### config.mk
export PLATFORM = sky130hd
export DESIGN_NAME = motor_channel_pi_ramp
export DESIGN_NICKNAME = d
export VERILOG_FILES = /design/src/sv/mcpr_pkg.sv /design/src/sv/mcpr_step.sv /design/src/sv/motor_channel_pi_ramp.sv
export SDC_FILE = /design/constraint.sdc
export NUM_CORES = 2
export LEC_CHECK = 0
export BUFFER_PORTS_ARGS = -buffer_cell sky130_fd_sc_hd__buf_4
export CORE_ASPECT_RATIO = 0.5
export CORE_MARGIN = 2
export CORE_UTILIZATION = 30
export DETAILED_ROUTE_END_ITERATION = 10
export HOLD_SLACK_MARGIN = 0.03
export PLACE_DENSITY = 0.53
export REMOVE_ABC_BUFFERS = 1
export SYNTH_ARGS = -nofsm -noshare
export SYNTH_HDL_FRONTEND = slang
export SYNTH_HIERARCHICAL = 1
export SYNTH_SLANG_ARGS = --single-unit
### constraint.sdc
create_clock -name clk -period 14.4 [get_ports clk]
set_input_delay 2.88 -clock clk [delete_from_list [all_inputs] [get_ports clk]]
set_output_delay 2.88 -clock clk [all_outputs]
set_load 0.02 [all_outputs]
### src/sv/mcpr_pkg.sv
`default_nettype none

package mcpr_pkg;

  localparam int unsigned TargetWidth = 8;
  localparam int unsigned CountWidth  = 32;
  localparam int unsigned GainWidth   = 16;
  localparam int unsigned LoopWidth   = 8;
  localparam int unsigned MultWidth   = 10;
  localparam int unsigned AccWidth    = 32;

  localparam logic [TargetWidth-1:0] DutyFull     = 8'd255;
  localparam logic [MultWidth-1:0]   MultAtZero   = 10'd1000;
  localparam logic [MultWidth-1:0]   MultAtReset  = 10'd100;
  localparam logic [LoopWidth-1:0]   LoopAtReset  = 8'd10;
  localparam logic [GainWidth-1:0]   GainPAtReset = 16'd256;

  typedef enum logic [2:0] {
    REG_RAMP_MODE      = 3'd0,
    REG_BRAKE_LEVEL    = 3'd1,
    REG_ENCODER_ENABLE = 3'd2,
    REG_GAIN_P         = 3'd3,
    REG_GAIN_I         = 3'd4,
    REG_STEP_TICKS     = 3'd5
  } reg_index_t;

  typedef struct packed {
    logic                   ramp_mode;
    logic                   brake_level;
    logic                   encoder_enable;
    logic [GainWidth-1:0]   gain_p;
    logic [GainWidth-1:0]   gain_i;
    logic [LoopWidth-1:0]   step_ticks;
    logic [MultWidth-1:0]   rate_mult;
  } cfg_t;

  typedef struct packed {
    logic [TargetWidth-1:0]        target_power;
    logic                          direction;
    logic signed [CountWidth-1:0]  encoder_count;
  } item_t;

  typedef struct packed {
    logic [LoopWidth-1:0]          tick_counter;
    logic [TargetWidth-1:0]        duty;
    logic signed [AccWidth-1:0]    integral_acc;
    logic                          held_direction;
    logic                          leg_a;
    logic                          leg_b;
    logic [TargetWidth-1:0]        pwm_level;
    logic signed [CountWidth-1:0]  last_position;
    logic signed [CountWidth-1:0]  last_rate;
  } state_t;

  // Counts-per-second multiplier, the integer quotient of 1000 by the loop time (1000 for a loop time of 0).
  function automatic logic [MultWidth-1:0] rate_mult(input logic [LoopWidth-1:0] lt);
    logic [MultWidth-1:0] m;
    begin
      m = 10'd3;
      if      (lt >= 8'd251) m = 10'd3;
      else if (lt >= 8'd201) m = 10'd4;
      else if (lt >= 8'd167) m = 10'd5;
      else if (lt >= 8'd143) m = 10'd6;
      else if (lt >= 8'd126) m = 10'd7;
      else if (lt >= 8'd112) m = 10'd8;
      else if (lt >= 8'd101) m = 10'd9;
      else if (lt >= 8'd91)  m = 10'd10;
      else if (lt >= 8'd84)  m = 10'd11;
      else if (lt >= 8'd77)  m = 10'd12;
      else if (lt >= 8'd72)  m = 10'd13;
      else if (lt >= 8'd67)  m = 10'd14;
      else if (lt >= 8'd63)  m = 10'd15;
      else if (lt >= 8'd59)  m = 10'd16;
      else if (lt >= 8'd56)  m = 10'd17;
      else if (lt >= 8'd53)  m = 10'd18;
      else if (lt >= 8'd51)  m = 10'd19;
      else if (lt >= 8'd48)  m = 10'd20;
      else if (lt >= 8'd46)  m = 10'd21;
      else if (lt >= 8'd44)  m = 10'd22;
      else if (lt >= 8'd42)  m = 10'd23;
      else if (lt >= 8'd41)  m = 10'd24;
      else begin
        case (lt[5:0])
          6'd0:  m = MultAtZero;
          6'd1:  m = 10'd1000;
          6'd2:  m = 10'd500;
          6'd3:  m = 10'd333;
          6'd4:  m = 10'd250;
          6'd5:  m = 10'd200;
          6'd6:  m = 10'd166;
          6'd7:  m = 10'd142;
          6'd8:  m = 10'd125;
          6'd9:  m = 10'd111;
          6'd10: m = 10'd100;
          6'd11: m = 10'd90;
          6'd12: m = 10'd83;
          6'd13: m = 10'd76;
          6'd14: m = 10'd71;
          6'd15: m = 10'd66;
          6'd16: m = 10'd62;
          6'd17: m = 10'd58;
          6'd18: m = 10'd55;
          6'd19: m = 10'd52;
          6'd20: m = 10'd50;
          6'd21: m = 10'd47;
          6'd22: m = 10'd45;
          6'd23: m = 10'd43;
          6'd24: m = 10'd41;
          6'd25: m = 10'd40;
          6'd26: m = 10'd38;
          6'd27: m = 10'd37;
          6'd28: m = 10'd35;
          6'd29: m = 10'd34;
          6'd30: m = 10'd33;
          6'd31: m = 10'd32;
          6'd32: m = 10'd31;
          6'd33: m = 10'd30;
          6'd34: m = 10'd29;
          6'd35: m = 10'd28;
          6'd36: m = 10'd27;
          6'd37: m = 10'd27;
          6'd38: m = 10'd26;
          6'd39: m = 10'd25;
          6'd40: m = 10'd25;
          default: m = 10'd24;
        endcase
      end
      return m;
    end
  endfunction

endpackage

`default_nettype wire

### src/sv/mcpr_step.sv
`default_nettype none

module mcpr_step (
  input  wire mcpr_pkg::cfg_t   cfg,
  input  wire mcpr_pkg::item_t  item,
  input  wire mcpr_pkg::state_t state,
  output logic                  step_done,
  output mcpr_pkg::state_t      state_next
);

  logic [7:0]         tick_inc;
  logic signed [8:0]  err;
  logic signed [25:0] p_term;
  logic signed [25:0] i_term;
  logic signed [32:0] acc_wide;
  logic signed [31:0] acc_sat;
  logic signed [34:0] sum;
  logic [7:0]         ramp_duty;
  logic               ramp_clear;
  logic signed [32:0] delta;
  logic signed [43:0] rate_wide;
  logic signed [31:0] rate_sat;
  logic               brake;

  always_comb begin
    tick_inc = state.tick_counter + 8'd1;
    step_done = (tick_inc >= cfg.step_ticks);

    err    = $signed({1'b0, item.target_power}) - $signed({1'b0, state.duty});
    p_term = err * $signed({1'b0, cfg.gain_p});
    i_term = err * $signed({1'b0, cfg.gain_i});

    acc_wide = 33'(state.integral_acc) + 33'(i_term);
    if (acc_wide[32] != acc_wide[31]) begin
      acc_sat = acc_wide[32] ? 32'sh8000_0000 : 32'sh7fff_ffff;
    end else begin
      acc_sat = acc_wide[31:0];
    end

    sum = $signed({19'b0, state.duty, 8'h00}) + 35'(p_term) + 35'(acc_sat);
    ramp_clear = 1'b0;
    if (sum > 35'sd65280) begin
      ramp_duty  = mcpr_pkg::DutyFull;
      ramp_clear = 1'b1;
    end else if (sum[34]) begin
      ramp_duty  = 8'd0;
      ramp_clear = 1'b1;
    end else begin
      ramp_duty = sum[15:8];
    end

    delta     = 33'(item.encoder_count) - 33'(state.last_position);
    rate_wide = 44'(delta) * $signed({34'b0, cfg.rate_mult});
    if (rate_wide > 44'sh0_7fff_ffff) begin
      rate_sat = 32'sh7fff_ffff;
    end else if (rate_wide < -44'sh0_8000_0000) begin
      rate_sat = 32'sh8000_0000;
    end else begin
      rate_sat = rate_wide[31:0];
    end

    state_next = state;
    brake = 1'b0;
    state_next.tick_counter = tick_inc;

    if (step_done) begin
      state_next.tick_counter = 8'd0;

      if (cfg.encoder_enable) begin
        state_next.last_rate     = rate_sat;
        state_next.last_position = item.encoder_count;
      end

      if (cfg.ramp_mode) begin
        if (state.duty != item.target_power) begin
          state_next.integral_acc = ramp_clear ? 32'sd0 : acc_sat;
          state_next.duty         = ramp_duty;
          state_next.pwm_level    = ramp_duty;
        end
        if (item.direction != state.held_direction) begin
          state_next.held_direction = item.direction;
          state_next.leg_a          = item.direction;
          state_next.leg_b          = ~item.direction;
        end
        brake = (state_next.duty == 8'd0);
      end else if (item.target_power != 8'd0) begin
        // After a direction update the legs follow the held direction either way.
        if (item.direction != state.held_direction || 
            (state.duty != item.target_power && state.duty == 8'd0)) begin
          state_next.held_direction = item.direction;
          state_next.leg_a          = item.direction;
          state_next.leg_b          = ~item.direction;
        end
        state_next.duty      = item.target_power;
        if (state.duty != item.target_power) begin
          state_next.pwm_level = item.target_power;
        end
      end else begin
        brake = 1'b1;
      end

      if (brake) begin
        state_next.duty      = 8'd0;
        state_next.leg_a     = cfg.brake_level;
        state_next.leg_b     = cfg.brake_level;
        state_next.pwm_level = cfg.brake_level ? mcpr_pkg::DutyFull : 8'd0;
      end
    end
  end

endmodule

`default_nettype wire

### src/sv/motor_channel_pi_ramp.sv
// Motor channel controller: PI duty ramp, H-bridge drive and encoder rate.
// Each transfer on the s_ channel is one tick carrying the target duty,
// the direction and the encoder count. Every tick gives exactly one transfer
// on the m_ channel with the PWM level, both bridge legs, the latched encoder
// position and rate, and in m_tuser a flag that is set when a control step ran.
// Registers are written through the cfg_ channel, which is always ready; they
// should be written only while no tick is in flight.
// A tick is captured in an input register, its control step is evaluated in
// combinational logic (two narrow multipliers for the PI terms and one for the
// rate) and the result lands in the output register, from which the output
// transfer is made; one tick is taken every cycle while the receiver does not
// stall. When the receiver stalls, the result is held in the output register
// while one more tick can wait in the input register; s_tready then drops.
// Reset (synchronous) empties both registers, zeroes the duty, integral,
// position and rate, drives leg A low and leg B high, and loads the register
// defaults: direct mode, brake level low, encoder off, P gain 1.0, I gain 0
// and a loop time of 10 ticks.
`default_nettype none

module motor_channel_pi_ramp (
  input  wire         clk,
  input  wire         rst,
  input  wire         s_tvalid,
  output logic        s_tready,
  input  wire  [47:0] s_tdata,   // target_power[7:0], direction[8], encoder_count[40:9]
  output logic        m_tvalid,
  input  wire         m_tready,
  output logic [79:0] m_tdata,   // pwm_duty[7:0], bridge_a[8], bridge_b[9],
                                 // encoder_position[41:10], encoder_rate[73:42]
  output logic [0:0]  m_tuser,   // step_done[0]
  input  wire         cfg_valid,
  output logic        cfg_ready,
  input  wire  [2:0]  cfg_index,
  input  wire  [15:0] cfg_data
);

  mcpr_pkg::cfg_t   cfg;
  mcpr_pkg::state_t state;
  mcpr_pkg::state_t state_next;
  mcpr_pkg::item_t  item;
  logic             item_valid;
  logic             advance;
  logic             step_done;

  assign cfg_ready = 1'b1;
  assign advance   = item_valid && (!m_tvalid || m_tready);
  assign s_tready  = !item_valid || advance;

  always_ff @(posedge clk) begin
    if (rst) begin
      cfg.ramp_mode      <= 1'b0;
      cfg.brake_level    <= 1'b0;
      cfg.encoder_enable <= 1'b0;
      cfg.gain_p         <= mcpr_pkg::GainPAtReset;
      cfg.gain_i         <= '0;
      cfg.step_ticks     <= mcpr_pkg::LoopAtReset;
      cfg.rate_mult      <= mcpr_pkg::MultAtReset;
    end else if (cfg_valid) begin
      case (mcpr_pkg::reg_index_t'(cfg_index))
        mcpr_pkg::REG_RAMP_MODE:      cfg.ramp_mode      <= cfg_data[0];
        mcpr_pkg::REG_BRAKE_LEVEL:    cfg.brake_level    <= cfg_data[0];
        mcpr_pkg::REG_ENCODER_ENABLE: cfg.encoder_enable <= cfg_data[0];
        mcpr_pkg::REG_GAIN_P:         cfg.gain_p         <= cfg_data;
        mcpr_pkg::REG_GAIN_I:         cfg.gain_i         <= cfg_data;
        mcpr_pkg::REG_STEP_TICKS: begin
          cfg.step_ticks <= cfg_data[7:0];
          cfg.rate_mult  <= mcpr_pkg::rate_mult(cfg_data[7:0]);
        end
        default: ;
      endcase
    end
  end

  always_ff @(posedge clk) begin
    if (rst) begin
      item_valid <= 1'b0;
    end else if (s_tready) begin
      item_valid <= s_tvalid;
    end
  end

  always_ff @(posedge clk) begin
    if (s_tvalid && s_tready) begin
      item.target_power  <= s_tdata[7:0];
      item.direction     <= s_tdata[8];
      item.encoder_count <= s_tdata[40:9];
    end
  end

  mcpr_step u_step (
    .cfg        (cfg),
    .item       (item),
    .state      (state),
    .step_done  (step_done),
    .state_next (state_next)
  );

  always_ff @(posedge clk) begin
    if (rst) begin
      state.tick_counter   <= '0;
      state.duty           <= '0;
      state.integral_acc   <= '0;
      state.held_direction <= 1'b0;
      state.leg_a          <= 1'b0;
      state.leg_b          <= 1'b1;
      state.pwm_level      <= '0;
      state.last_position  <= '0;
      state.last_rate      <= '0;
    end else if (advance) begin
      state <= state_next;
    end
  end

  always_ff @(posedge clk) begin
    if (rst) begin
      m_tvalid <= 1'b0;
    end else if (advance) begin
      m_tvalid <= 1'b1;
    end else if (m_tready) begin
      m_tvalid <= 1'b0;
    end
  end

  always_ff @(posedge clk) begin
    if (advance) begin
      m_tuser <= step_done;
      m_tdata <= {6'b0, state_next.last_rate, state_next.last_position,
                  state_next.leg_b, state_next.leg_a, state_next.pwm_level};
    end
  end

endmodule

`default_nettype wire

==> impl_metrics.csv <==
group,metric,value,unit
run_status,outcome,"completed",
sta,fin_crit_sh,0.960,
critical_path,crit_type,"flip-flop to flip-flop",
critical_path,cp.required,14.84,ns
final_layout,design_area,44400,µm²
clock_network,cts_hold_buf,0,
floorplanning,coreArea,131000,µm²
floorplanning,start_util,0.302,
power_and_ir_drop,p_per_area,122,nW/µm²
grt,grt_pass1_vias,33253,
final_layout,layout.nets,5574,
final_layout,fillCellCount,13612,
worst_hold_path,holdPathStages,2,
power_and_ir_drop,power,5.42,mW
sta,period_needed,13.82,ns
critical_path,rr_endpoint,"state[68]",
placed_design,place_area,42800,µm²
route,vias,31959,
clock_network,numClockSinks,294,
logic_synthesis,ys_ff_latch,294,
power_and_ir_drop,seq_power_share,0.166,
critical_path,r2r_start,"item[34]",
sta,relSlewSlack,0.0752,
critical_path,arrival,14.26,ns
clock_network,clock_latency,0.61,ns
logic_synthesis,async_flop_share,0,
final_layout,mostFrequentLayoutCells,"nand2_1 (718), inv_1 (639), fa_1 (535)",
logic_synthesis,syn_avg_cell_area,8.70,µm²
grt,grt_usage,0.164,
worst_hold_path,hold_end,"state[26]",
critical_path,r2r_cells,54,
final_layout,drive_gt1_frac,0.0833,
floorplanning,die_h,261,µm
clock_network,cts_tree,"done",
final_layout,area_growth,11.8,%
final_layout,multiInputGateArea,29500,µm²
sta,hold_viol_final,0,
logic_synthesis,ys_types,108,
sta,tightest_slew,1.38,ns
floorplanning,die_area,135000,µm²
route,wirelength,112000,µm
route,firstDrtPassIters,5,
logic_synthesis,seq_area_frac_synth,0.177,
worst_hold_path,holdCritPathClass,"flip-flop to flip-flop",
power_and_ir_drop,peakVddDrop,0.0000761,V
power_and_ir_drop,swShare,0.472,
grt,grt_max_degree,123,
critical_path,start_kind,"flip-flop",
sta,fmaxAchievable,0.0724,GHz
placed_design,dp_hpwl,84400,µm
floorplanning,rows,94,
route,antenna_left,0,
placed_design,dp.cells,6359,
final_layout,fin_cells,6435,
route,via_per_inst,4.97,
placed_design,portBuffers,141,
critical_path,worstPathBufferInverterCount,8,
sta,fin_tns_setup,0,ns
final_layout,final_common_cell,"nand2_1",
logic_synthesis,yosysWarnings,6,
placed_design,place_congestion,0.856,
power_and_ir_drop,p_leak,19.5,nW
critical_path,slowest_delay,0.54,ns
flow_run,maxCapViolations,0,
clock_network,cts_root_buf,"clkbuf_16",
power_and_ir_drop,p_switching,2.56,mW
critical_path,worst-path-max-fanout,10,
critical_path,cp_top_family,"adder cells",
sta,slew_viol_final,0,
critical_path,endpoint_kind,"flip-flop",
grt,antenna_found_initial,1,
critical_path,crit_slowest_cell,"fa_1",
floorplanning,die_x,518,µm
worst_hold_path,worstHoldStart,"state[26]",
grt,gr-total-overflow,0,
route,wl_per_cell,17.3,µm
grt,grt_pass1_wl,180000,µm
logic_synthesis,synth_area,39700,µm²
sta,setup_viol,0,
clock_network,cts_htree_levels,2,
power_and_ir_drop,combinationalPowerShare,0.630,
route,drc,0,
clock_network,numCtsBuffers,38,
clock_network,clock_tree.buffer_depth,3,
power_and_ir_drop,cell_internal_pwr,2.86,mW
floorplanning,num_io_pins,156,
route,drt_iter0_drc,2075,
sta,holdWs,0.452,ns
sta,skew,0.0309,ns
logic_synthesis,synth_cells,4565,
final_layout,regArea,7050,µm²
logic_synthesis,synth_edf_count,116,
power_and_ir_drop,p_clk_frac,0.203,
clock_network,path_clk_slew,0.06,ns
critical_path,rrSetupSlack,0.58,ns
critical_path,crit_path_start,"item[34]",
critical_path,crit_top_cell,"fa_1",
logic_synthesis,synth_top_flop_cell,"dfxtp_1",
[layout make-up]
class | count | area share
Multi-Input combinational cell | 3424 | 0.665
Sequential cell | 294 | 0.159
Inverter | 643 | 0.0546
Tap cell | 1776 | 0.0501
Timing Repair Buffer | 227 | 0.0393
Clock buffer | 43 | 0.0223
Clock inverter | 27 | 0.00933
Antenna cell | 1 | 0.0000564
[flip-flops by register name, indices dropped and copies added, names as in the netlist]
register	flops
state	123
m_tvalid	1
m_tuser	1
m_tdata	74
item	41
item_valid	1
cfg	53
[kinds of logic after synthesis]
kind of cell	synth area share
AND/OR/NAND/NOR	0.190
flip-flops	0.177
XOR/XNOR	0.0251
buffers and inverters	0.0840
adder cells (fa/ha/maj)	0.377
multiplexers	0.00265
AO/OA/AOI/OAI	0.144
other	0.000189
[worst max-delay path by stage]
stage / cells past startpoint / to / slack (ns)
after global placement: 50 / state[68] / 0.30
after CTS: 50 / state[68] / 0.12
after global routing: 56 / state[109] / -0.01
after detailed placement: 50 / state[68] / 0.18
after floorplan: 47 / state[73] / -1.53
final: 54 / state[68] / 0.58
[worst reg2reg max path: cells and delay by family (launching register included)]
family	cells	cell delay (ns)
AND/OR/NAND/NOR	13	2.52
adder cells (fa/ha/maj)	13	5.59
XOR/XNOR	2	0.41
buffers and inverters	8	0.93
AO/OA/AOI/OAI	18	3.79
flip-flops	1	0.43
[power by group through the flow]
stage               clock network (mW)  logic, mW  registers [mW]
floorplan                            0       2.37           0.925
global placement                     0       3.33           0.921
detailed placement                   0       3.37           0.921
CTS                               1.14       3.39           0.903
global route                      1.17       3.83           0.905
finish                            1.10       3.42           0.902
[metrics by stage]
step | worst slack, ns | utilization
after floorplan | -1.53 | -
after global placement | 0.296 | 0.326
after detailed placement | 0.184 | 0.326
after CTS | 0.121 | 0.336
after global routing | -0.0143 | 0.338
final | 0.581 | 0.338
[metal layers]
| metal | up-vias | wire length (µm) | GRT usage |
|---|---|---|---|
| met3 | 163 | 4840 | 0.0171 |
| met2 | 750 | 53500 | 0.287 |
| met5 | - | 0 | 0 |
| met4 | 0 | 3830 | 0.0554 |
| met1 | 16015 | 49400 | 0.212 |
| li1 | 15031 | - | - |
[what timing repair did]
action | 4_1_cts | 5_1_grt
setup buffers | 0 | 5
setup endpoints to repair | 0 | 60
resized for setup | 0 | 21
[synthesized netlist by cell type, types with 47 or more instances]
cell | instances | share of area
nand2b_1 | 106 | 0.017
a21o_1 | 102 | 0.019
nand2_1 | 720 | 0.068
and2_1 | 285 | 0.045
edfxtp_1 | 116 | 0.088
fa_1 | 535 | 0.27
nand3_1 | 50 | 0.0063
nor2_1 | 153 | 0.014
dfxtp_1 | 178 | 0.090
nor2b_1 | 52 | 0.0082
clkbuf_1 | 142 | 0.013
buf_2 | 47 | 0.0059
a21oi_1 | 317 | 0.040
ha_1 | 339 | 0.11
o21ai_0 | 131 | 0.017
xnor2_1 | 78 | 0.017
inv_1 | 639 | 0.060
(Power assumes the default switching activity.)
